**src/design/b64d_pkg.sv**
```systemverilog
`timescale 1ns / 1ps
`default_nettype none

package b64d_pkg;

   // Sextet code: bit 6 marks an invalid character, bits 5:0 hold the value.
   localparam int SEXTET_W    = 7;
   localparam int BYTES_PER_GROUP = 3;
   localparam int HELD_COUNT  = 3;
   localparam int QUEUE_DEPTH = 4;
   localparam int QUEUE_PTR_W = $clog2(QUEUE_DEPTH);
   localparam int QUEUE_CNT_W = $clog2(QUEUE_DEPTH + 1);

   localparam logic [SEXTET_W-1:0] BAD_SEXTET = 7'h7f;
   localparam int BAD_BIT = 6;

   localparam logic [7:0] CHAR_UPPER_A = 8'h41;
   localparam logic [7:0] CHAR_UPPER_Z = 8'h5a;
   localparam logic [7:0] CHAR_LOWER_A = 8'h61;
   localparam logic [7:0] CHAR_LOWER_Z = 8'h7a;
   localparam logic [7:0] CHAR_DIGIT_0 = 8'h30;
   localparam logic [7:0] CHAR_DIGIT_9 = 8'h39;
   localparam logic [7:0] CHAR_PLUS    = 8'h2b;
   localparam logic [7:0] CHAR_MINUS   = 8'h2d;
   localparam logic [7:0] CHAR_SLASH   = 8'h2f;
   localparam logic [7:0] CHAR_UNDER   = 8'h5f;
   localparam logic [7:0] CHAR_LESS    = 8'h3c;

   localparam logic [7:0] LOWER_OFFSET = 8'd26;
   localparam logic [7:0] DIGIT_OFFSET = 8'd52;
   localparam logic [5:0] SEXTET_62    = 6'd62;
   localparam logic [5:0] SEXTET_63    = 6'd63;

   // One closed group as handed from front to back.
   typedef struct packed {
      logic [BYTES_PER_GROUP-1:0][7:0] bytes;
      logic [BYTES_PER_GROUP-1:0]      keep;
      logic                            text_last;
   } b64d_group_type;

   function automatic logic [SEXTET_W-1:0] map_char(input logic [7:0] c);
      logic [7:0] diff;
      logic [SEXTET_W-1:0] s;
      diff = 8'd0;
      s    = BAD_SEXTET;
      if (c >= CHAR_UPPER_A && c <= CHAR_UPPER_Z) begin
         diff = c - CHAR_UPPER_A;
         s    = {1'b0, diff[5:0]};
      end else if (c >= CHAR_LOWER_A && c <= CHAR_LOWER_Z) begin
         diff = c - CHAR_LOWER_A + LOWER_OFFSET;
         s    = {1'b0, diff[5:0]};
      end else if (c >= CHAR_DIGIT_0 && c <= CHAR_DIGIT_9) begin
         diff = c - CHAR_DIGIT_0 + DIGIT_OFFSET;
         s    = {1'b0, diff[5:0]};
      end else if (c == CHAR_PLUS || c == CHAR_MINUS) begin
         s = {1'b0, SEXTET_62};
      end else if (c == CHAR_SLASH || c == CHAR_UNDER) begin
         s = {1'b0, SEXTET_63};
      end else if (c == CHAR_LESS) begin
         s = {SEXTET_W{1'b0}};
      end
      return s;
   endfunction

endpackage

`default_nettype wire

```
**src/design/b64d_front.sv**
```systemverilog
`timescale 1ns / 1ps
`default_nettype none

module b64d_front (
   input  wire logic                    clock,
   input  wire logic                    reset,
   input  wire logic                    req_valid,
   output logic                         req_stall,
   input  wire logic [7:0]              req_char_code,
   input  wire logic                    req_end_of_text,
   input  wire logic                    queue_full,
   output logic                         push,
   output b64d_pkg::b64d_group_type     push_group
);
   import b64d_pkg::*;

   logic [1:0]          pos_ff, pos_in;
   logic [SEXTET_W-1:0] held_ff [HELD_COUNT];
   logic [SEXTET_W-1:0] cur;
   logic [SEXTET_W-1:0] s [4];
   logic                accept;
   logic                closes;

   assign req_stall = queue_full;
   assign accept    = req_valid && !queue_full;
   assign cur       = map_char(req_char_code);
   assign closes    = (pos_ff == 2'd3) || req_end_of_text;

   always_comb begin
      for (int i = 0; i < HELD_COUNT; i++) begin
         if (2'(i) < pos_ff) begin
            s[i] = held_ff[i];
         end else if (2'(i) == pos_ff) begin
            s[i] = cur;
         end else begin
            s[i] = BAD_SEXTET;
         end
      end
      s[3] = (pos_ff == 2'd3) ? cur : BAD_SEXTET;
   end

   always_comb begin
      push_group.bytes[0]  = {s[0][5:0], s[1][5:4]};
      push_group.bytes[1]  = {s[1][3:0], s[2][5:2]};
      push_group.bytes[2]  = {s[2][1:0], s[3][5:0]};
      push_group.keep[0]   = !s[1][BAD_BIT];
      push_group.keep[1]   = !s[2][BAD_BIT];
      push_group.keep[2]   = !s[3][BAD_BIT];
      push_group.text_last = req_end_of_text;
   end

   // groups with no surviving byte are dropped here
   assign push = accept && closes && (push_group.keep != '0);

   always_comb begin
      pos_in = pos_ff;
      if (accept) begin
         pos_in = closes ? 2'd0 : pos_ff + 2'd1;
      end
   end

   always_ff @(posedge clock) begin
      if (reset) begin
         pos_ff <= 2'd0;
      end else begin
         pos_ff <= pos_in;
      end
   end

   always_ff @(posedge clock) begin
      if (accept && !closes) begin
         held_ff[pos_ff] <= cur;
      end
   end

endmodule

`default_nettype wire

```
**src/design/b64d_queue.sv**
```systemverilog
`timescale 1ns / 1ps
`default_nettype none

module b64d_queue (
   input  wire logic                    clock,
   input  wire logic                    reset,
   input  wire logic                    push,
   input  wire b64d_pkg::b64d_group_type push_group,
   output logic                         full,
   input  wire logic                    pop,
   output logic                         head_valid,
   output b64d_pkg::b64d_group_type     head_group
);
   import b64d_pkg::*;

   b64d_group_type         entry_ff [QUEUE_DEPTH];
   logic [QUEUE_PTR_W-1:0] wr_ptr_ff, wr_ptr_in;
   logic [QUEUE_PTR_W-1:0] rd_ptr_ff, rd_ptr_in;
   logic [QUEUE_CNT_W-1:0] count_ff, count_in;

   assign full       = (count_ff == QUEUE_CNT_W'(QUEUE_DEPTH));
   assign head_valid = (count_ff != '0);
   assign head_group = entry_ff[rd_ptr_ff];

   always_comb begin
      wr_ptr_in = push ? wr_ptr_ff + 1'b1 : wr_ptr_ff;
      rd_ptr_in = pop  ? rd_ptr_ff + 1'b1 : rd_ptr_ff;
      count_in  = count_ff;
      case ({push, pop})
         2'b10:   count_in = count_ff + 1'b1;
         2'b01:   count_in = count_ff - 1'b1;
         default: count_in = count_ff;
      endcase
   end

   always_ff @(posedge clock) begin
      if (reset) begin
         wr_ptr_ff <= '0;
         rd_ptr_ff <= '0;
         count_ff  <= '0;
      end else begin
         wr_ptr_ff <= wr_ptr_in;
         rd_ptr_ff <= rd_ptr_in;
         count_ff  <= count_in;
      end
   end

   always_ff @(posedge clock) begin
      if (push) begin
         entry_ff[wr_ptr_ff] <= push_group;
      end
   end

`ifndef SYNTHESIS
   a_no_overflow: assert property (@(posedge clock) disable iff (reset)
      !(push && full))
      else $error("queue push while full");

   a_no_underflow: assert property (@(posedge clock) disable iff (reset)
      !(pop && !head_valid))
      else $error("queue pop while empty");

   a_count_bound: assert property (@(posedge clock) disable iff (reset)
      count_ff <= QUEUE_CNT_W'(QUEUE_DEPTH))
      else $error("queue count out of range");

   a_ptr_track: assert property (@(posedge clock) disable iff (reset)
      (count_ff == '0 || full) |-> (wr_ptr_ff == rd_ptr_ff))
      else $error("queue pointers disagree with count");
`endif

endmodule

`default_nettype wire

```
**src/design/b64d_back.sv**
```systemverilog
`timescale 1ns / 1ps
`default_nettype none

module b64d_back (
   input  wire logic                    clock,
   input  wire logic                    reset,
   input  wire logic                    head_valid,
   input  wire b64d_pkg::b64d_group_type head_group,
   output logic                         pop,
   output logic                         rsp_valid,
   input  wire logic                    rsp_stall,
   output logic [7:0]                   rsp_data_byte,
   output logic                         rsp_group_last,
   output logic                         rsp_text_last
);
   import b64d_pkg::*;

   logic [BYTES_PER_GROUP-1:0][7:0] bytes_ff, bytes_in;
   logic [BYTES_PER_GROUP-1:0]      keep_ff, keep_in;
   logic                            text_ff, text_in;
   logic                            valid_ff, valid_in;
   logic [7:0]                      data_ff, data_in;
   logic                            glast_ff, glast_in;
   logic                            tlast_ff, tlast_in;
   logic                            out_load;
   logic                            advance;
   logic [BYTES_PER_GROUP-1:0]      low_bit;
   logic [BYTES_PER_GROUP-1:0]      remaining;
   logic [7:0]                      sel_byte;

   assign out_load = !valid_ff || !rsp_stall;
   assign advance  = out_load && (keep_ff != '0);
   assign low_bit  = keep_ff & (~keep_ff + 1'b1);
   assign remaining = keep_ff & ~low_bit;

   always_comb begin
      case (1'b1)
         low_bit[0]: sel_byte = bytes_ff[0];
         low_bit[1]: sel_byte = bytes_ff[1];
         default:    sel_byte = bytes_ff[2];
      endcase
   end

   // refill as the last byte of the current group goes out
   assign pop = head_valid && ((keep_ff == '0) || (advance && remaining == '0));

   always_comb begin
      keep_in  = advance ? remaining : keep_ff;
      bytes_in = bytes_ff;
      text_in  = text_ff;
      if (pop) begin
         keep_in  = head_group.keep;
         bytes_in = head_group.bytes;
         text_in  = head_group.text_last;
      end
      valid_in = advance ? 1'b1 : (out_load ? 1'b0 : valid_ff);
      data_in  = advance ? sel_byte : data_ff;
      glast_in = advance ? (remaining == '0) : glast_ff;
      tlast_in = advance ? text_ff : tlast_ff;
   end

   always_ff @(posedge clock) begin
      if (reset) begin
         keep_ff  <= '0;
         valid_ff <= 1'b0;
      end else begin
         keep_ff  <= keep_in;
         valid_ff <= valid_in;
      end
   end

   always_ff @(posedge clock) begin
      bytes_ff <= bytes_in;
      text_ff  <= text_in;
      data_ff  <= data_in;
      glast_ff <= glast_in;
      tlast_ff <= tlast_in;
   end

   assign rsp_valid      = valid_ff;
   assign rsp_data_byte  = data_ff;
   assign rsp_group_last = glast_ff;
   assign rsp_text_last  = tlast_ff;

endmodule

`default_nettype wire

```
**src/design/base64_tolerant_decoder.sv**
```systemverilog
`timescale 1ns / 1ps
`default_nettype none

// Channel   Dir  Handshake             Payload
// req_      in   req_valid/req_stall   req_char_code[7:0], req_end_of_text
// rsp_      out  rsp_valid/rsp_stall   rsp_data_byte[7:0], rsp_group_last, rsp_text_last
//
// One character per unstalled cycle; a group's bytes leave one per unstalled cycle.
// A closed group passes the queue and the back's group register to the output register.
// Synchronous active-high reset clears group position, queue and output valid.
// req_stall rises only while the 4-entry group queue is full; rsp_stall
// backs up through the output register into that queue.

module base64_tolerant_decoder (
   input  wire logic       clock,
   input  wire logic       reset,
   input  wire logic       req_valid,
   output logic            req_stall,
   input  wire logic [7:0] req_char_code,
   input  wire logic       req_end_of_text,
   output logic            rsp_valid,
   input  wire logic       rsp_stall,
   output logic [7:0]      rsp_data_byte,
   output logic            rsp_group_last,
   output logic            rsp_text_last
);
   import b64d_pkg::*;

   logic           push;
   b64d_group_type push_group;
   logic           queue_full;
   logic           pop;
   logic           head_valid;
   b64d_group_type head_group;

   // front: character lookup, sextet gathering, byte forming per closed group
   b64d_front u_front (
      .clock           (clock),
      .reset           (reset),
      .req_valid       (req_valid),
      .req_stall       (req_stall),
      .req_char_code   (req_char_code),
      .req_end_of_text (req_end_of_text),
      .queue_full      (queue_full),
      .push            (push),
      .push_group      (push_group)
   );

   // decouples request intake from byte delivery
   b64d_queue u_queue (
      .clock      (clock),
      .reset      (reset),
      .push       (push),
      .push_group (push_group),
      .full       (queue_full),
      .pop        (pop),
      .head_valid (head_valid),
      .head_group (head_group)
   );

   // back: walks kept bytes of each group into the output register
   b64d_back u_back (
      .clock          (clock),
      .reset          (reset),
      .head_valid     (head_valid),
      .head_group     (head_group),
      .pop            (pop),
      .rsp_valid      (rsp_valid),
      .rsp_stall      (rsp_stall),
      .rsp_data_byte  (rsp_data_byte),
      .rsp_group_last (rsp_group_last),
      .rsp_text_last  (rsp_text_last)
   );

endmodule

`default_nettype wire

```
**config.mk**
```make
export PLATFORM = sky130hd
export DESIGN_NAME = base64_tolerant_decoder
export DESIGN_NICKNAME = d
export VERILOG_FILES = /design/src/design/b64d_pkg.sv /design/src/design/b64d_front.sv /design/src/design/b64d_queue.sv /design/src/design/b64d_back.sv /design/src/design/base64_tolerant_decoder.sv
export SDC_FILE = /design/constraint.sdc
export NUM_CORES = 1
export LEC_CHECK = 0
export ABC_AREA = 1
export BUFFER_PORTS_ARGS = -buffer_cell sky130_fd_sc_hd__buf_2
export CORE_MARGIN = 2
export CORE_UTILIZATION = 50
export CTS_BUF_LIST = sky130_fd_sc_hd__clkbuf_4 sky130_fd_sc_hd__clkbuf_8 sky130_fd_sc_hd__clkbuf_16
export DETAILED_ROUTE_END_ITERATION = 6
export PLACE_DENSITY_LB_ADDON = 0.3
export SLEW_MARGIN = 10
export SYNTH_ARGS = -nofsm -noshare
export SYNTH_HDL_FRONTEND = slang
export SYNTH_SLANG_ARGS = --single-unit
```
**constraint.sdc**
```tcl
create_clock -name clock -period 8.91 [get_ports clock]
set_input_delay 1.782 -clock clock [delete_from_list [all_inputs] [get_ports clock]]
set_output_delay 1.782 -clock clock [all_outputs]
set_load 0.1 [all_outputs]
```
==> metrics.log <==
INFO  metric run_status = finished clean
INFO  metric report.final.setup_viol = 0
INFO  metric power.switching = 901.8 uW
INFO  metric maxCapViolations = 0
INFO  metric slowest_delay = 0.37 ns
INFO  metric finalHoldViolations = 0
INFO  metric post-route-min-period = 4.287 ns
INFO  metric num_rows = 45
INFO  metric drt_iter0_drc = approximately 350
INFO  metric grt_antenna_before_repair = 0
INFO  metric die_y = 127.7 um
INFO  metric numCtsBuffers = 17
INFO  metric fmax = between 200 and 250 MHz
INFO  metric synth_warnings = 0
INFO  metric maxSlewViolCount = 0
INFO  metric largest_net_degree_at_the_start_of_global_routing = 58
INFO  metric via_count = ~5.0k
INFO  metric cts_root_buf = sky130_fd_sc_hd__clkbuf_16
INFO  metric groute.usage.overall = 20.36%
INFO  metric synthesis.area_per_instance = 11.54 um^2
INFO  metric stdcell_count = between 800 and 900
INFO  metric layout.nets = 724
INFO  metric clk_latency = ~0.42 ns
INFO  metric worst_slew_pin_slew = 1.175 ns
INFO  metric mostFrequentLayoutCells = sky130_fd_sc_hd__edfxtp_1, sky130_fd_sc_hd__nor2_1, sky130_fd_sc_hd__nand2_1, sky130_fd_sc_hd__o21ai_0, sky130_fd_sc_hd__inv_1
INFO  metric floorplan.io_pins = 25
INFO  metric p_per_area = between 300 and 400 nW/um^2
INFO  metric routedWlPerCell = 17.89 um
INFO  metric hpwl = 9.956 mm
INFO  metric cts_sinks = roughly 180
INFO  metric cts_setup_buffers = 0
INFO  metric cp_cell_sequence = buf_2 -> inv_1 -> ha_1 -> inv_1 -> nand2_1 -> nand2_1 -> nand2_1 -> nand2_2 -> nand2_2 -> nor2_1 -> nand3_1 -> nand2_1 -> nand2_1 -> nor2_2 -> nand2_2 -> nand2_2 -> ha_1 -> inv_1 -> fa_1 -> a21oi_1 -> o21ai_0 -> o21ai_0 -> a21oi_1
INFO  metric stdcell_area = 8615 um^2
INFO  metric synthDistinctLibCells = 33
INFO  metric worstHoldPathType = reg -> reg
INFO  metric crit_buf_inv = 4
INFO  metric buffer_ports.inserted = 24
INFO  metric gpl.final_weighted_congestion = 0.7993
INFO  metric antenna_cells_inserted = 0
INFO  metric critical_path.max_fanout = 7
INFO  metric arrival = 4.60 ns
INFO  metric power.static_leakage = ~0.0032 uW
INFO  metric detail_route.wirelength = 15.98 mm
INFO  metric finalCritPeriodShare = 48.11%
INFO  metric post-place-cells = between 800 and 900
INFO  metric grt_pass1_wl = 25.18 mm
INFO  metric mostFrequentLayoutCell = sky130_fd_sc_hd__edfxtp_1
INFO  metric die_w = 127.7 um
INFO  metric ys_async_sr_fraction = 0%
INFO  metric maxSlewHeadroom = 21.38%
INFO  metric fp.coreArea = 15090 um^2
INFO  metric via_per_inst = 5.543
INFO  metric global_route.overflow_total = 0
INFO  metric setup.worst_path.class = in -> reg
INFO  metric power.share.sequential = 43.9%
INFO  metric synth_ff_type = sky130_fd_sc_hd__edfxtp_1
INFO  metric p_sw_share = 34.20%
INFO  metric netlist_instances = approximately 660
INFO  metric holdBufCountCts = 0
INFO  metric cts.clk_slew.worst_paths = roughly 0.060 ns
INFO  metric synth_top_area_share = between 60% and 70%
INFO  metric vdd_ir_drop_max = 0.0001840 V
INFO  metric combPwrFrac = 26.9%
INFO  metric worst_setup_path_end_kind = flop
INFO  metric final.setup.tns = 0 ns
INFO  metric power.share.clock = about 30%
INFO  metric cts_tree = yes
INFO  metric fraction_of_final_layout_cells_sized_beyond_drive_strength_1 = between 10% and 20%
INFO  metric worst_path_most_repeated_cell = sky130_fd_sc_hd__nand2_1
INFO  metric highest_delay_cell_along_the_critical_path = sky130_fd_sc_hd__fa_1
INFO  metric initial_core_util = 50.70%
INFO  metric drc = 0
INFO  metric area.growth.synth_to_final = 12.59%
INFO  metric via_count_of_the_first_global_routing_pass = 4834
INFO  metric route.antenna.remaining_nets = 0
INFO  metric cp.required = 9.22 ns
INFO  metric synthesis.area = 7651 um^2
INFO  metric synth_enable_flop_cells = approximately 170
INFO  metric cts-htree-levels = 4
INFO  metric cts.path.max_buffers = 2
INFO  metric setup_repair_after_global_routing_missed_its_margin = false
INFO  metric power_report.internal_total = 1735 uW
INFO  metric dieArea = 16310 um^2
INFO  metric biggest_area_contributors_in_the_synthesized_netlist = sky130_fd_sc_hd__edfxtp_1, sky130_fd_sc_hd__o21ai_0, sky130_fd_sc_hd__nor2_1
INFO  metric synth_largest_area_cell = sky130_fd_sc_hd__edfxtp_1
INFO  metric synth.yosys.seq_area_share = 69.47%
INFO  metric reg2reg_slack = ~6 ns
INFO  metric post_dp_cell_area = approximately 8000 um^2
INFO  metric fin_skew = between 0.007 and 0.008 ns
INFO  metric post_cts.resized_instances = 0
INFO  metric ys_seq_elements = 182
INFO  metric path_delay_family = simple AND/OR/NAND/NOR gates
INFO  metric critPathLaunchType = input pin
INFO  metric synth.net_count = between 600 and 700
INFO  metric dr.pass1.iters = 4
[cells in the mapped netlist (6+ instances only)]
cell                         n
sky130_fd_sc_hd__nand3_1    23
sky130_fd_sc_hd__clkbuf_1   17
sky130_fd_sc_hd__nand2_1    94
sky130_fd_sc_hd__dfxtp_1    15
sky130_fd_sc_hd__inv_1      53
sky130_fd_sc_hd__o21ai_0    76
sky130_fd_sc_hd__nor2_1    100
sky130_fd_sc_hd__ha_1       18
sky130_fd_sc_hd__nor3_1      7
sky130_fd_sc_hd__xor2_1      6
sky130_fd_sc_hd__o22ai_1    28
sky130_fd_sc_hd__edfxtp_1  167
sky130_fd_sc_hd__a21oi_1    31
[power by group through the flow]
stage / Clock, uW / Combinational [uW] / Sequential [uW]
final: 770 / 709 / 1160
after global routing: 812 / 775 / 1170
after CTS: 778 / 714 / 1160
after detailed placement: 0 / 710 / 1170
after global placement: 0 / 691 / 1170
after floorplan: 0 / 363 / 1340
[kinds of logic (layout without fill, tap and decap cells)]
| family | count (synthesis) | count (layout) | share of synthesized area [%] |
|---|---|---|---|
| and+or+nand+nor | 239 | 239 | 12.92 |
| DFF | 182 | 182 | 69.47 |
| AOI/OAI and AO/OA | 140 | 140 | 9.812 |
| buffers and inverters | 76 | 118 | 3.794 |
| adders and majority gates | 19 | 19 | 3.205 |
| xor gates and xnor gates | 7 | 7 | 0.8013 |
[registers in the layout, summed over array words and instances, names as in the netlist, named ones only]
| register | flops |
|---|---|
| u_back.bytes_ff | 24 |
| u_back.keep_ff | 3 |
| u_back.rsp_data_byte | 8 |
| u_back.rsp_group_last | 1 |
| u_back.rsp_text_last | 1 |
| u_back.rsp_valid | 1 |
| u_back.text_ff | 1 |
| u_front.held_ff | 20 |
| u_front.pos_ff | 2 |
| u_queue.count_ff | 3 |
| u_queue.entry_ff | 112 |
| u_queue.rd_ptr_ff | 2 |
| u_queue.wr_ptr_ff | 2 |
[cell type report]
type,instances,area [um^2]
fillers,1212,6475
multi-input cells,405,2053
repair buffers,31,172.7
inverters,55,206.4
well taps,188,235.2
clock buffers,26,575.6
flip-flops and latches,182,5315
clock inverters,6,56.30
[worst register-to-register path, delay by kind of cell (launching register included)]
kind | cells | cell delay, ns
AO/OA/AOI/OAI | 4 | 0.46
buffers and inverters | 3 | 0.45
AND/OR/NAND/NOR | 6 | 0.72
flip-flops | 1 | 0.43
adder cells (fa/ha/maj) | 3 | 0.83
[metrics by stage]
stage	hold slack (ns)	setup WS, ns	util, %	total power (uW)
6_report	0.4314	4.623	57.09	2636
5_1_grt	0.4641	4.222	57.09	2755
4_1_cts	0.4391	4.635	57.09	2651
3_5_place_dp	0.4239	4.189	52.90	1885
3_3_place_gp	0.4155	4.268	52.90	1863
2_1_floorplan	0.4003	4.102	-	1699
[path summary, 6_finish.rpt]
| path | from | cells after the start | endpoint |
|---|---|---|---|
| hold reg to reg | u_back.text_ff | 0 | u_back.rsp_text_last |
| setup / recovery | req_char_code[0] | 23 | u_queue.count_ff[2] |
| hold / removal | u_back.text_ff | 0 | u_back.rsp_text_last |
| setup reg to reg | u_front.pos_ff[1] | 16 | u_queue.count_ff[2] |
[per-layer routing]
| layer | global-route usage, % | part of all wire (%) |
|---|---|---|
| met2 | 34.63 | 50 |
| met4 | 7.175 | 1.9 |
| met5 | 0 | 0 |
| met1 | 26.05 | 44 |
| met3 | 4.299 | 4.1 |
(Power assumes the default switching activity.)
